**src/rtl/assert_macros.svh**
```systemverilog
// assertion macros used by the rtl core
`ifndef ASSERT_MACROS_SVH
`define ASSERT_MACROS_SVH
`ifndef NO_ASSERTIONS
// antecedent implies consequent in the same cycle
`define BCR_ASSERT_IMPL(lbl, clk, rst_n, ante, cons) \
  lbl: assert property (@(posedge clk) disable iff (!rst_n) (ante) |-> (cons)) \
    else $error("%m: check failed");
// condition never holds
`define BCR_ASSERT_NEVER(lbl, clk, rst_n, cond) \
  lbl: assert property (@(posedge clk) disable iff (!rst_n) !(cond)) \
    else $error("%m: forbidden condition seen");
`else
`define BCR_ASSERT_IMPL(lbl, clk, rst_n, ante, cons)
`define BCR_ASSERT_NEVER(lbl, clk, rst_n, cond)
`endif
`endif

```
**src/rtl/bcr_queue.sv**
```systemverilog
// short command queue between front end and back end
module bcr_queue #(
  parameter int unsigned WIDTH = 8,
  parameter int unsigned DEPTH = 2,
  localparam int unsigned PW = (DEPTH > 1) ? $clog2(DEPTH) : 1,
  localparam int unsigned CW = $clog2(DEPTH + 1)
) (
  input  logic             clk_i,
  input  logic             rst_ni,
  input  logic             push_i,
  input  logic [WIDTH-1:0] push_data_i,
  input  logic             pop_i,
  output logic [WIDTH-1:0] pop_data_o,
  output logic             full_o,
  output logic             empty_o
);

  logic [WIDTH-1:0] slot_q [DEPTH];
  logic [PW-1:0]    wr_ptr_q, wr_ptr_d;
  logic [PW-1:0]    rd_ptr_q, rd_ptr_d;
  logic [CW-1:0]    count_q, count_d;
  logic             do_push;
  logic             do_pop;

  assign full_o     = count_q == CW'(DEPTH);
  assign empty_o    = count_q == '0;
  assign do_push    = push_i && !full_o;
  assign do_pop     = pop_i && !empty_o;
  assign pop_data_o = slot_q[rd_ptr_q];

  // pointer and fill count update
  always_comb begin
    wr_ptr_d = wr_ptr_q;
    rd_ptr_d = rd_ptr_q;
    count_d  = count_q;
    if (do_push) begin
      wr_ptr_d = (wr_ptr_q == PW'(DEPTH - 1)) ? '0 : wr_ptr_q + 1'b1;
    end
    if (do_pop) begin
      rd_ptr_d = (rd_ptr_q == PW'(DEPTH - 1)) ? '0 : rd_ptr_q + 1'b1;
    end
    if (do_push && !do_pop) begin
      count_d = count_q + 1'b1;
    end else if (do_pop && !do_push) begin
      count_d = count_q - 1'b1;
    end
  end

  always_ff @(posedge clk_i or negedge rst_ni) begin
    if (!rst_ni) begin
      wr_ptr_q <= '0;
      rd_ptr_q <= '0;
      count_q  <= '0;
    end else begin
      wr_ptr_q <= wr_ptr_d;
      rd_ptr_q <= rd_ptr_d;
      count_q  <= count_d;
    end
  end

  // entry storage
  always_ff @(posedge clk_i) begin
    if (do_push) begin
      slot_q[wr_ptr_q] <= push_data_i;
    end
  end

endmodule

```
**config.mk**
```make
export PLATFORM = sky130hd
export DESIGN_NAME = bcr_queue
export DESIGN_NICKNAME = d
export VERILOG_FILES = /design/src/rtl/assert_macros.svh /design/src/rtl/bcr_queue.sv
export SDC_FILE = /design/constraint.sdc
export NUM_CORES = 1
export LEC_CHECK = 0
export ABC_AREA = 1
export BUFFER_PORTS_ARGS = -buffer_cell sky130_fd_sc_hd__buf_2
export CAP_MARGIN = 30
export CORE_ASPECT_RATIO = 1.25
export CORE_MARGIN = 5
export CORE_UTILIZATION = 44
export CTS_CLUSTER_DIAMETER = 50
export DETAILED_ROUTE_END_ITERATION = 8
export GPL_ROUTABILITY_DRIVEN = 1
export GPL_TIMING_DRIVEN = 0
export PLACE_DENSITY = 0.71
export SLEW_MARGIN = 15
export SYNTH_ARGS = -nofsm -noshare
export SYNTH_HDL_FRONTEND = slang
export SYNTH_SLANG_ARGS = --single-unit
```
**constraint.sdc**
```tcl
create_clock -name clk_i -period 2.5 [get_ports clk_i]
set_clock_uncertainty 0.1 [all_clocks]
set_input_delay 0.5 -clock clk_i [delete_from_list [all_inputs] [get_ports clk_i]]
set_output_delay 0.5 -clock clk_i [all_outputs]
set_load 0.005 [all_outputs]
```
==> impl_metrics.csv <==
group,metric,value,unit
run_status,status,"finished, final reports clean",
worst_setup_path,end_kind,"output pin",
global_routing,grt_max_degree,12,
placed_design,pre_cts_ws,0.777,ns
final_layout,fin_nets,113,
final_layout,final_layout_size_suffix_gt1_frac,0.283,
synthesis,ys_warn_count,0,
worst_setup_path,critPathMaxStageDelay,0.38,ns
run,cap_violations,0,
route,ant_nets,0,
synthesis,syn_avg_cell_area,11.1,um^2
synthesis,ys.flop_type,"edfxtp_1",
pwr,p_comb_frac,0.370,
clocking,clock_tree.root_cell,"clkbuf_4",
route,drc_errors,0,
clocking,ctsResizeCount,0,
timing,slew_viol_final,0,
clocking,htreeDepth,1,
worst_setup_path,required,1.90,ns
synthesis,yosysSeqAreaShare,0.717,
clocking,clk_latency,0.29,ns
clocking,cts_inserted_buffers,3,
die,num_io_pins,22,
synthesis,synth.distinct_cells,14,
synthesis,ys_seq_elements,20,
pwr,intPower,0.000678,W
worst_setup_path,crit_path_end,"pop_data_o[6]",
placed_design,port_buffers,21,
worst_setup_path,rr_endpoint,"slot_q[1][6]",
global_routing,grt_pass1_wl,2440,um
worst_setup_path,reg2reg_setup_slack,0.87,ns
pwr,p_leak,0.468,nW
final_layout,syn2layout_area_growth,20.4,%
worst_setup_path,worstPathArrival,1.23,ns
clocking,cts.path.max_buffers,2,
clocking,cts_num_sinks,20,
min_path,hp-class,"input port to register",
die,dieArea,0.00280,mm^2
placed_design,place_inst,113,
timing,setup_ws,0.669,ns
die,num_rows,17,
timing,setup_viol,0,
synthesis,synth_edf_count,16,
pwr,clkPwrFrac,0.144,
final_layout,instances_no_fill,118,
global_routing,grt_overflow_total,0,
synthesis,synth_nets,86,
synthesis,synth_common_cells,"nand2_1, edfxtp_1, inv_1",
worst_setup_path,cp-start-kind,"register",
timing,min_period,1.83,ns
route,drt_wl_total,1460,um
worst_setup_path,worstPathMaxFanout,10,
final_layout,n_antenna_cell,0,
timing,worst_pin_slew,0.673,ns
pwr,netSwitchingFraction,0.349,
synthesis,synthTopCellsByArea,"edfxtp_1, nand2_1, dfrtp_1",
route,via_count,562,
timing,rsz0062_at_grt,"no",
final_layout,design_area,975,um^2
worst_setup_path,critical_path.cell_chain,"buf_2 > inv_2 > nand2_1 > nand2_1 > buf_2",
placed_design,dpl_cell_area,938,um^2
die,die_h,58.0,um
die,fp.coreArea,0.00177,mm^2
pwr,power_density,1070,mW/mm^2
worst_setup_path,crit_start,"rd_ptr_q",
placed_design,place_hpwl,1110,um
pwr,p_sw,0.000364,W
worst_setup_path,slowest_stage,"dfrtp_1",
die,die_w,48.4,um
pwr,seqPwrFrac,0.486,
synthesis,synthDominantCellAreaShare,0.594,
synthesis,yosys.cell_count.top_type,"nand2_1",
worst_setup_path,reg2reg_depth,3,
timing,fin_crit_sh,0.732,
route,drt_iter0_markers,8,
die,start_util,0.459,
synthesis,synth_area_leader_cell,"edfxtp_1",
timing,clock.fmax,0.546,GHz
placed_design,gp_congestion,0.733,
global_routing,grt_use_total,0.112,
clocking,cts_tree,"done",
timing,hold_violations,0,
pwr,peakVddDrop,0.000599,V
global_routing,antenna_found_initial,0,
clocking,postCtsSetupRepairBufs,0,
clocking,path_clk_slew,0.11,ns
synthesis,syn_inst,73,
synthesis,synth.cell_area,810,um^2
global_routing,grt_pass1_vias,568,
route,drtPass1Iterations,4,
worst_setup_path,critPathKind,"register to output pin",
synthesis,synthArstFlopShare,0.200,
timing,tns,0,ns
worst_setup_path,timing.rr.start,"count_q[1]",
route,routedWlPerCell,12.4,um
route,via_per_inst,4.76,
timing,slew_headroom,0.550,
[per-stage QoR]
step	hold slack, ns	total power, W	util
after floorplan	0.104	0.000751	-
after global placement	0.213	0.000885	0.532
after detailed placement	0.216	0.000910	0.532
after CTS	0.287	0.00106	0.552
after global routing	0.275	0.00114	0.552
final	0.297	0.00104	0.552
[what timing repair did]
item                                    in CTS  in global routing
endpoints found under the setup margin       0                  0
hold endpoints to repair                     4                  0
hold buffers                                 1                  0
[routing by layer]
layer | wire (um) | GRT usage
met3 | 96 | 0.0154
met5 | 0 | 0
met2 | 725 | 0.192
met1 | 611 | 0.126
met4 | 28 | 0.0830
[cell type report]
| class | instances | area (um^2) |
|---|---|---|
| timing repair buffer | 22 | 115 |
| clock buffer | 4 | 26.3 |
| buffer | 1 | 5.00 |
| sequential | 20 | 581 |
| fill | 161 | 791 |
| tap | 19 | 23.8 |
| inverter | 8 | 30.0 |
| multi-input combinational | 44 | 194 |
[power groups by stage]
stage	logic (W)	registers (W)	clock network [W]
CTS	0.000398	0.000507	0.000153
floorplan	0.000249	0.000502	0
global placement	0.000377	0.000509	0
global route	0.000450	0.000516	0.000169
finish	0.000385	0.000507	0.000151
detailed placement	0.000395	0.000515	0
[worst max-delay path, delay by kind of cell, from the launching register on]
kind,cells,cell delay [ns]
flip-flops,1,0.38
AND/OR/NAND/NOR,2,0.12
buffers and inverters,3,0.44
[registers in the layout (all words and copies together) (netlist names)]
name and count:
count_q 2, rd_ptr_q 1, slot_q 16, wr_ptr_q 1
[layout by cell type, fill, tap and decap left out]
| cell type | instances |
|---|---|
| nand2_1 | 33 |
| buf_2 | 22 |
| edfxtp_1 | 16 |
| inv_1 | 7 |
| dfrtp_1 | 4 |
| clkbuf_4 | 3 |
| nor2_1 | 2 |
| nor2_2 | 2 |
| o21ai_0 | 2 |
| inv_2 | 1 |
| xnor2_1 | 1 |
| nand3b_1 | 1 |
| nand3_1 | 1 |
| nand4_1 | 1 |
| ha_1 | 1 |
| clkbuf_1 | 1 |
| dlygate4sd3_1 | 1 |
[worst min path at each step]
stage	startpoint	to	slack (ns)	cells after the start
floorplan	rst_ni	count_q[0]	0.10	0
global placement	rst_ni	wr_ptr_q	0.21	1
detailed placement	rst_ni	wr_ptr_q	0.22	1
CTS	push_data_i[7]	slot_q[0][7]	0.29	1
global route	push_data_i[2]	slot_q[0][2]	0.28	1
finish	push_data_i[2]	slot_q[1][2]	0.30	1
[kinds of logic (layout without fill, tap and decap cells)]
logic type,count (synthesis),count (layout),share of synthesized area
adder cells (fa/ha/maj),1,1,0.0155
AO/OA/AOI/OAI,2,2,0.0124
XOR/XNOR,1,1,0.0108
buffers and inverters,9,35,0.0433
AND/OR/NAND/NOR,40,40,0.201
flip-flops,20,20,0.717
Note: power is estimated with default switching activity, not from simulation.
