`config.mk`:
```
export PLATFORM = sky130hd
export DESIGN_NAME = bcr_front
export DESIGN_NICKNAME = d
export VERILOG_FILES = /design/src/rtl/assert_macros.svh /design/src/rtl/bcr_pkg.sv /design/src/rtl/bcr_front.sv
export SDC_FILE = /design/constraint.sdc
export NUM_CORES = 1
export LEC_CHECK = 0
export ABC_AREA = 1
export ABC_CLOCK_PERIOD_IN_PS = 13130
export BUFFER_PORTS_ARGS = -buffer_cell sky130_fd_sc_hd__buf_2
export CELL_PAD_IN_SITES_DETAIL_PLACEMENT = 1
export CELL_PAD_IN_SITES_GLOBAL_PLACEMENT = 2
export CORE_MARGIN = 4
export CORE_UTILIZATION = 30
export DETAILED_ROUTE_END_ITERATION = 10
export PLACE_DENSITY_LB_ADDON = 0.1
export SYNTH_ARGS = -nofsm -noshare
export SYNTH_HDL_FRONTEND = slang
export SYNTH_SLANG_ARGS = --single-unit
export TNS_END_PERCENT = 1
```
`constraint.sdc`:
```
create_clock -name vclk -period 13.13
set_clock_uncertainty 0.2 [all_clocks]
set_input_delay 2.626 -clock vclk [all_inputs]
set_output_delay 2.626 -clock vclk [all_outputs]
set_load 0.005 [all_outputs]
```
`src/rtl/assert_macros.svh`:
```
// assertion macros used by the rtl core
`ifndef ASSERT_MACROS_SVH
`define ASSERT_MACROS_SVH
`ifndef NO_ASSERTIONS
// antecedent implies consequent in the same cycle
`define BCR_ASSERT_IMPL(lbl, clk, rst_n, ante, cons) \
  lbl: assert property (@(posedge clk) disable iff (!rst_n) (ante) |-> (cons)) \
    else $error("%m: check failed");
// condition never holds
`define BCR_ASSERT_NEVER(lbl, clk, rst_n, cond) \
  lbl: assert property (@(posedge clk) disable iff (!rst_n) !(cond)) \
    else $error("%m: forbidden condition seen");
`else
`define BCR_ASSERT_IMPL(lbl, clk, rst_n, ante, cons)
`define BCR_ASSERT_NEVER(lbl, clk, rst_n, cond)
`endif
`endif

```
`src/rtl/bcr_pkg.sv`:
```
// shared types and constants of the braille canvas renderer
package bcr_pkg;

  // operation codes carried in the input item
  typedef enum logic [1:0] {
    OP_SET    = 2'd0,
    OP_GET    = 2'd1,
    OP_FILL   = 2'd2,
    OP_RENDER = 2'd3
  } op_e;

  // register index taken from the configuration address
  typedef enum logic {
    REG_WIDTH  = 1'b0,
    REG_HEIGHT = 1'b1
  } reg_e;

  // cells emitted per rendered row at most
  localparam int unsigned MAX_CELLS = 32;

  // utf-8 bytes of the braille block
  localparam logic [7:0] BYTE_LEAD     = 8'hE2;
  localparam logic [7:0] BYTE_MID_BASE = 8'hA0;
  localparam logic [7:0] BYTE_FIN_BASE = 8'h80;

  // register reset values
  localparam logic [6:0] WIDTH_RESET  = 7'd64;
  localparam logic [6:0] HEIGHT_RESET = 7'd64;

endpackage

```
`src/rtl/bcr_front.sv`:
```
// front end: accepts items, checks bounds, computes store addresses
module bcr_front #(
  parameter int unsigned MAX_WIDTH  = 64,
  parameter int unsigned MAX_HEIGHT = 64,
  localparam int unsigned AW    = $clog2(MAX_WIDTH * MAX_HEIGHT),
  localparam int unsigned WW    = $clog2(MAX_WIDTH + 1),
  localparam int unsigned HW    = $clog2(MAX_HEIGHT + 1),
  localparam int unsigned CMD_W = 2 * AW + 5
) (
  input  logic             s_axis_tvalid_i,
  output logic             s_axis_tready_o,
  // pos_x[15:0], pos_y[31:16], color[32], text_row[36:33], zero fill
  input  logic [39:0]      s_axis_tdata_i,
  // mode[1:0]
  input  logic [1:0]       s_axis_tuser_i,
  input  logic [WW-1:0]    w_use_i,
  input  logic [HW-1:0]    h_use_i,
  input  logic             clearing_i,
  input  logic             q_full_i,
  output logic             cmd_push_o,
  output logic [CMD_W-1:0] cmd_data_o
);

  typedef struct packed {
    bcr_pkg::op_e  op;
    logic          color;
    logic          hit;
    logic [AW-1:0] addr;
    logic [AW:0]   span;
  } cmd_t;

  logic [15:0]   pos_x;
  logic [15:0]   pos_y;
  logic          color;
  logic [3:0]    text_row;
  bcr_pkg::op_e  op;
  logic          in_bounds;
  logic          row_ok;
  logic [5:0]    row_y0;
  logic          keep;
  logic [HW-1:0] y_mul;
  logic [WW-1:0] x_add;
  logic [AW:0]   prod;
  logic [AW:0]   sum;
  cmd_t          cmd;

  // field unpacking
  assign pos_x    = s_axis_tdata_i[15:0];
  assign pos_y    = s_axis_tdata_i[31:16];
  assign color    = s_axis_tdata_i[32];
  assign text_row = s_axis_tdata_i[36:33];
  assign op       = bcr_pkg::op_e'(s_axis_tuser_i);

  // bounds checks
  assign in_bounds = !pos_x[15] && (pos_x < 16'(w_use_i)) &&
                     !pos_y[15] && (pos_y < 16'(h_use_i));
  assign row_y0 = {text_row, 2'b00};
  assign row_ok = 16'(row_y0) < 16'(h_use_i);

  // operand select for the shared row multiplier
  always_comb begin
    y_mul = pos_y[HW-1:0];
    x_add = pos_x[WW-1:0];
    keep  = 1'b1;
    unique case (op)
      bcr_pkg::OP_SET: begin
        keep = in_bounds;
      end
      bcr_pkg::OP_GET: begin
        keep = 1'b1;
      end
      bcr_pkg::OP_FILL: begin
        y_mul = h_use_i;
        x_add = '0;
      end
      bcr_pkg::OP_RENDER: begin
        y_mul = HW'(row_y0);
        x_add = '0;
        keep  = row_ok;
      end
      default: begin
        keep = 1'b0;
      end
    endcase
  end

  // row times width plus column, or the fill span
  assign prod = (AW + 1)'(y_mul) * (AW + 1)'(w_use_i);
  assign sum  = prod + (AW + 1)'(x_add);

  always_comb begin
    cmd.op    = op;
    cmd.color = color;
    cmd.hit   = in_bounds;
    cmd.addr  = sum[AW-1:0];
    cmd.span  = sum;
  end

  // handshake: dropped items are taken but never queued
  assign s_axis_tready_o = !q_full_i && !clearing_i;
  assign cmd_push_o      = s_axis_tvalid_i && s_axis_tready_o && keep;
  assign cmd_data_o      = cmd;

endmodule

```
==> results of run 1 <==
final timing paths:
check | start | endpoint | slack (ns) | cells past startpoint
worst max-delay path | s_axis_tuser_i[0] | cmd_data_o[23] | 2.73 | 23
worst min-delay path | s_axis_tdata_i[32] | cmd_data_o[26] | 5.05 | 0
cell type report:
cell class         instances  area, um2  area share
well taps                105        131      0.0435
inverters                 95        357       0.118
repair buffers            85        425       0.141
multi-input cells        276       2110       0.697
cell families (layout without fill, tap and decap cells):
kind of cell,Yosys count,count (layout),share of synthesized area
and+or+nand+nor,153,153,0.234
buffers and inverters,111,180,0.185
adders and majority gates,81,81,0.480
AOI/OAI and AO/OA,30,30,0.0615
xor gates and xnor gates,12,12,0.0407
per-stage QoR:
stage / cells / util / hold WS [ns] / total power, uW
after floorplan: 387 / - / 5.08 / 286
after global placement: 561 / 0.364 / 5.05 / 367
after detailed placement: 561 / 0.364 / 5.05 / 369
after CTS: 561 / 0.364 / 5.05 / 373
after global routing: 561 / 0.364 / 5.05 / 426
final: 561 / 0.364 / 5.05 / 359
layout by cell type (no fill, tap or decap):
master,instances
o2111ai_1,1
xnor2_1,5
nand3_1,8
nand2_1,76
nand4_1,1
inv_1,95
buf_2,85
o21ai_0,11
a21o_1,1
and3_1,1
ha_1,51
fa_1,30
nor3b_1,1
and2_0,1
xor2_1,7
nor2_4,1
a211oi_1,1
a21oi_1,16
nor2_1,64
per-layer routing:
layer	share of wire	track usage	wire length [um]
met5	0	0	0
met4	0	0	0
met3	0.050	0.00623	343
met2	0.50	0.261	3440
met1	0.45	0.208	3110
critical path, delay by kind of cell:
| family | cells | cell delay, ns |
|---|---|---|
| adder cells (fa/ha/maj) | 6 | 2.66 |
| XOR/XNOR | 1 | 0.17 |
| AND/OR/NAND/NOR | 4 | 0.34 |
| AO/OA/AOI/OAI | 4 | 1.02 |
| buffers and inverters | 8 | 0.76 |
where the power goes:
part / switching, uW / internal, uW / leakage [uW]
logic: 199 / 160 / 0.00187
clock network: 0 / 0 / 0
registers: 0 / 0 / 0
==> impl_metrics.env, run 1 <==
export IMPL_slowest_delay_ns=0.54
export IMPL_die_h_um=101
export IMPL_slew_viol_final=0
export IMPL_synth_cell_type_count=19
export IMPL_gp_congestion=0.849
export IMPL_yosysMostFrequentCell="inv_1"
export IMPL_register_area_um2=0
export IMPL_drt_iter0_drc=63
export IMPL_cpMaxStageDelayCell="fa_1"
export IMPL_cts_resized=0
export IMPL_crit_arrival_ns=7.57
export IMPL_pre_cts_slack_ns=2.74
export IMPL_grt_antenna_before_repair=0
export IMPL_drc=0
export IMPL_overflow=0
export IMPL_final_setup_viol_count=0
export IMPL_postSynthAreaPerCell_um2=6.67
export IMPL_grtUsageTotal=0.146
export IMPL_relSlewSlack=0.609
export IMPL_vias=2532
export IMPL_routedWlPerCell_um=12.3
export IMPL_period_share=0.792
export IMPL_start_kind="primary input"
export IMPL_critPathCaptureType="primary output"
export IMPL_die_width_um=101
export IMPL_tightest_slew_ns=0.587
export IMPL_rsz0062_at_grt="false"
export IMPL_cp_required_ns=10.30
export IMPL_io_buffers=85
export IMPL_diodes=0
export IMPL_ys_seq_area_frac=0
export IMPL_dpl_cell_area_mm2=0.00302
export IMPL_routed_wl_mm=6.89
export IMPL_p_per_area_mw_per_mm2=119
export IMPL_ctsHoldBuffers=0
export IMPL_ys_top_cells_by_area="ha_1, fa_1, inv_1"
export IMPL_die_area_mm2=0.0102
export IMPL_seq_cells=0
export IMPL_n_fill_cell=1118
export IMPL_layout_drive_gt1_share=0.189
export IMPL_grt_start_max_net_pins=9
export IMPL_rows=33
export IMPL_syn_instance_count=387
export IMPL_setup_tns_ns=0
export IMPL_syn_area_mm2=0.00258
export IMPL_grt_pass1_wl_mm=12.2
export IMPL_hpwlAfterDp_mm=6.47
export IMPL_crit_type="in2out"
export IMPL_ios=90
export IMPL_dr_pass1_iters=4
export IMPL_first_global_vias=2655
export IMPL_path_cells="buf_2 > inv_1 > ha_1 > inv_1 > o21ai_0 > a21oi_1 > inv_1 > nand2_1 > fa_1 > fa_1 > inv_1 > fa_1 > inv_1 > fa_1 > inv_1 > ha_1 > nand2_1 > o21ai_0 > a21o_1 > nand3_1 > nand2_1 > xor2_1 > buf_2"
export IMPL_core_area_mm2=0.00830
export IMPL_clkbuf_count=0
export IMPL_holdCritPathClass="in2out"
export IMPL_cp_common_cell="inv_1"
export IMPL_final_area_mm2=0.00302
export IMPL_cp_max_fo=5
export IMPL_post_synth_top_area_fraction=0.247
export IMPL_fmax_mhz=96.1
export IMPL_synth_top_area_cell="ha_1"
export IMPL_post_cts_buffers=0
export IMPL_worst_slack_ns=2.73
export IMPL_ant_nets=0
export IMPL_nNetsFinal=598
export IMPL_hold_viol_final=0
export IMPL_synth_fp_nets=527
export IMPL_syn_to_final_growth_pct=16.9
export IMPL_min_period_ns=10.40
export IMPL_synthTopCellsByCount="inv_1, nand2_1, nor2_1, ha_1, fa_1"
export IMPL_yosysWarningCount=0
export IMPL_status="finished, final reports clean"
export IMPL_vdd_ir_drop_max_mv=0.0515
export IMPL_cap_violations=0
export IMPL_vias_per_cell=4.51
export IMPL_initial_core_util=0.311
export IMPL_p_leak_uw=0.00187
Power figures use the tool's default switching activity.
==> run 2: changes to the inputs <==
ABC_AREA = 0   (was 1)
ABC_CLOCK_PERIOD_IN_PS = 10600   (was 13130)
CORE_UTILIZATION = 29   (was 30)
clock period = 10.6 ns   (was 13.13 ns; I/O delays follow)
==> impl_metrics.env, run 2 <==
export IMPL_vias_per_cell=4.67
export IMPL_core_area_mm2=0.00822
export IMPL_cp_required_ns=8.28
export IMPL_crit_arrival_ns=7.60
export IMPL_grtUsageTotal=0.143
export IMPL_postSynthAreaPerCell_um2=7.90
export IMPL_rsz0062_at_grt="false"
export IMPL_syn_instance_count=310
export IMPL_grt_pass1_wl_mm=11.8
export IMPL_synthTopCellsByCount="inv_1, ha_1, fa_1, nand2_1, a21oi_1"
export IMPL_ctsHoldBuffers=0
export IMPL_die_width_um=99.9
export IMPL_dr_pass1_iters=4
export IMPL_ys_seq_area_frac=0
export IMPL_holdCritPathClass="in2out"
export IMPL_syn_to_final_growth_pct=18.3
export IMPL_synth_fp_nets=450
export IMPL_synth_top_area_cell="ha_1"
export IMPL_synth_cell_type_count=37
export IMPL_hold_viol_final=0
export IMPL_crit_type="in2out"
export IMPL_p_per_area_mw_per_mm2=150
export IMPL_cts_resized=0
export IMPL_yosysWarningCount=0
export IMPL_hpwlAfterDp_mm=6.33
export IMPL_period_share=0.936
export IMPL_drc=0
export IMPL_drt_iter0_drc=34
export IMPL_routedWlPerCell_um=14.2
export IMPL_tightest_slew_ns=0.698
export IMPL_die_area_mm2=0.00998
export IMPL_syn_area_mm2=0.00245
export IMPL_post_synth_top_area_fraction=0.260
export IMPL_min_period_ns=9.92
export IMPL_worst_hold_slack_ns=4.04
export IMPL_routed_wl_mm=6.87
export IMPL_yosysMostFrequentCell="inv_1"
export IMPL_critPathCaptureType="primary output"
export IMPL_seq_cells=0
export IMPL_cp_max_fo=12
export IMPL_die_h_um=99.9
export IMPL_grt_antenna_before_repair=0
export IMPL_grt_start_max_net_pins=13
export IMPL_vdd_ir_drop_max_mv=0.0878
export IMPL_ys_top_cells_by_area="ha_1, fa_1, inv_1"
export IMPL_n_fill_cell=1044
export IMPL_ant_nets=0
export IMPL_setup_tns_ns=0
export IMPL_ios=90
export IMPL_slew_viol_final=0
export IMPL_first_global_vias=2523
export IMPL_final_common_cell="buf_2"
export IMPL_clkbuf_count=0
export IMPL_io_buffers=85
export IMPL_register_area_um2=0
export IMPL_p_leak_uw=0.00168
export IMPL_final_setup_viol_count=0
export IMPL_vias=2259
export IMPL_initial_core_util=0.298
export IMPL_gp_congestion=0.803
export IMPL_rows=33
export IMPL_start_kind="primary input"
export IMPL_cap_violations=0
export IMPL_overflow=0
export IMPL_layout_drive_gt1_share=0.237
export IMPL_post_cts_buffers=0
export IMPL_nNetsFinal=521
export IMPL_status="finished, final reports clean"
export IMPL_diodes=0
export IMPL_final_cell_mix="buf_2, inv_1, ha_1"
export IMPL_fmax_mhz=101
export IMPL_relSlewSlack=0.533
## run 2: cell count changes after synthesis, sizes merged, moves of 4 or more
cell	delta
o21ai	-5
nor2b	+4
nand3	-8
a21o	+7
and2	+8
a22oi	+5
inv	-31
nor4	+5
a21oi	+7
nand2b	+6
nand2	-49
nor2	-46
## run 2: worst max-delay path: stages
cell and delay [ns]:
buf_2 0.10, inv_1 0.05, ha_1 0.32, nor2_1 0.60, a22oi_1 0.15, buf_4 0.20
nand2b_1 0.16, fa_1 0.49, fa_1 0.54, inv_1 0.06, fa_1 0.53, inv_1 0.05
fa_1 0.52, inv_1 0.04, ha_1 0.36, a21o_1 0.22, a21o_1 0.17, a31o_1 0.23
a41o_1 0.28, a21oi_2 0.15, xnor2_1 0.12, buf_2 0.13
## run 2: metrics by stage
stage	setup WS [ns]	util	total power (uW)	area, um2	cells
finish	0.677	0.353	436	2900	484
CTS	0.628	0.353	451	2900	484
global placement	0.648	0.353	444	2900	484
global route	0.295	0.353	505	2900	484
detailed placement	0.647	0.353	447	2900	484
floorplan	1.32	-	347	2450	310
## run 2: area by class of cell
cell class                 count  area (um2)  share of cell area
multi-input combinational    227        2080               0.717
timing repair buffer          88         448               0.155
inverter                      64         240              0.0829
tap                          105         131              0.0453
## run 2: layer usage
metal / GRT usage / vias to the layer above / share of wire
li1: - / 1133 / -
met4: 0.00840 / 0 / 0.0020
met3: 0.00278 / 2 / 0.024
met2: 0.265 / 36 / 0.51
met5: 0 / - / 0
met1: 0.195 / 1088 / 0.46
## run 2: power breakdown
part	leakage (uW)	switching, uW	internal (uW)
logic	0.00168	229	207
clock network	0	0	0
registers	0	0	0
total	0.00168	229	207
## run 2: worst paths after layout
| kind | from | end | slack (ns) | cells after the start |
|---|---|---|---|---|
| setup / recovery | s_axis_tuser_i[0] | cmd_data_o[12] | 0.68 | 22 |
| hold / removal | s_axis_tdata_i[32] | cmd_data_o[26] | 4.04 | 0 |
## run 2: cells by family after synthesis
logic type                 synth area share
and+or+nand+nor                       0.159
AOI/OAI and AO/OA                     0.140
buffers and inverters                 0.152
adders and majority gates             0.506
xor gates and xnor gates             0.0429
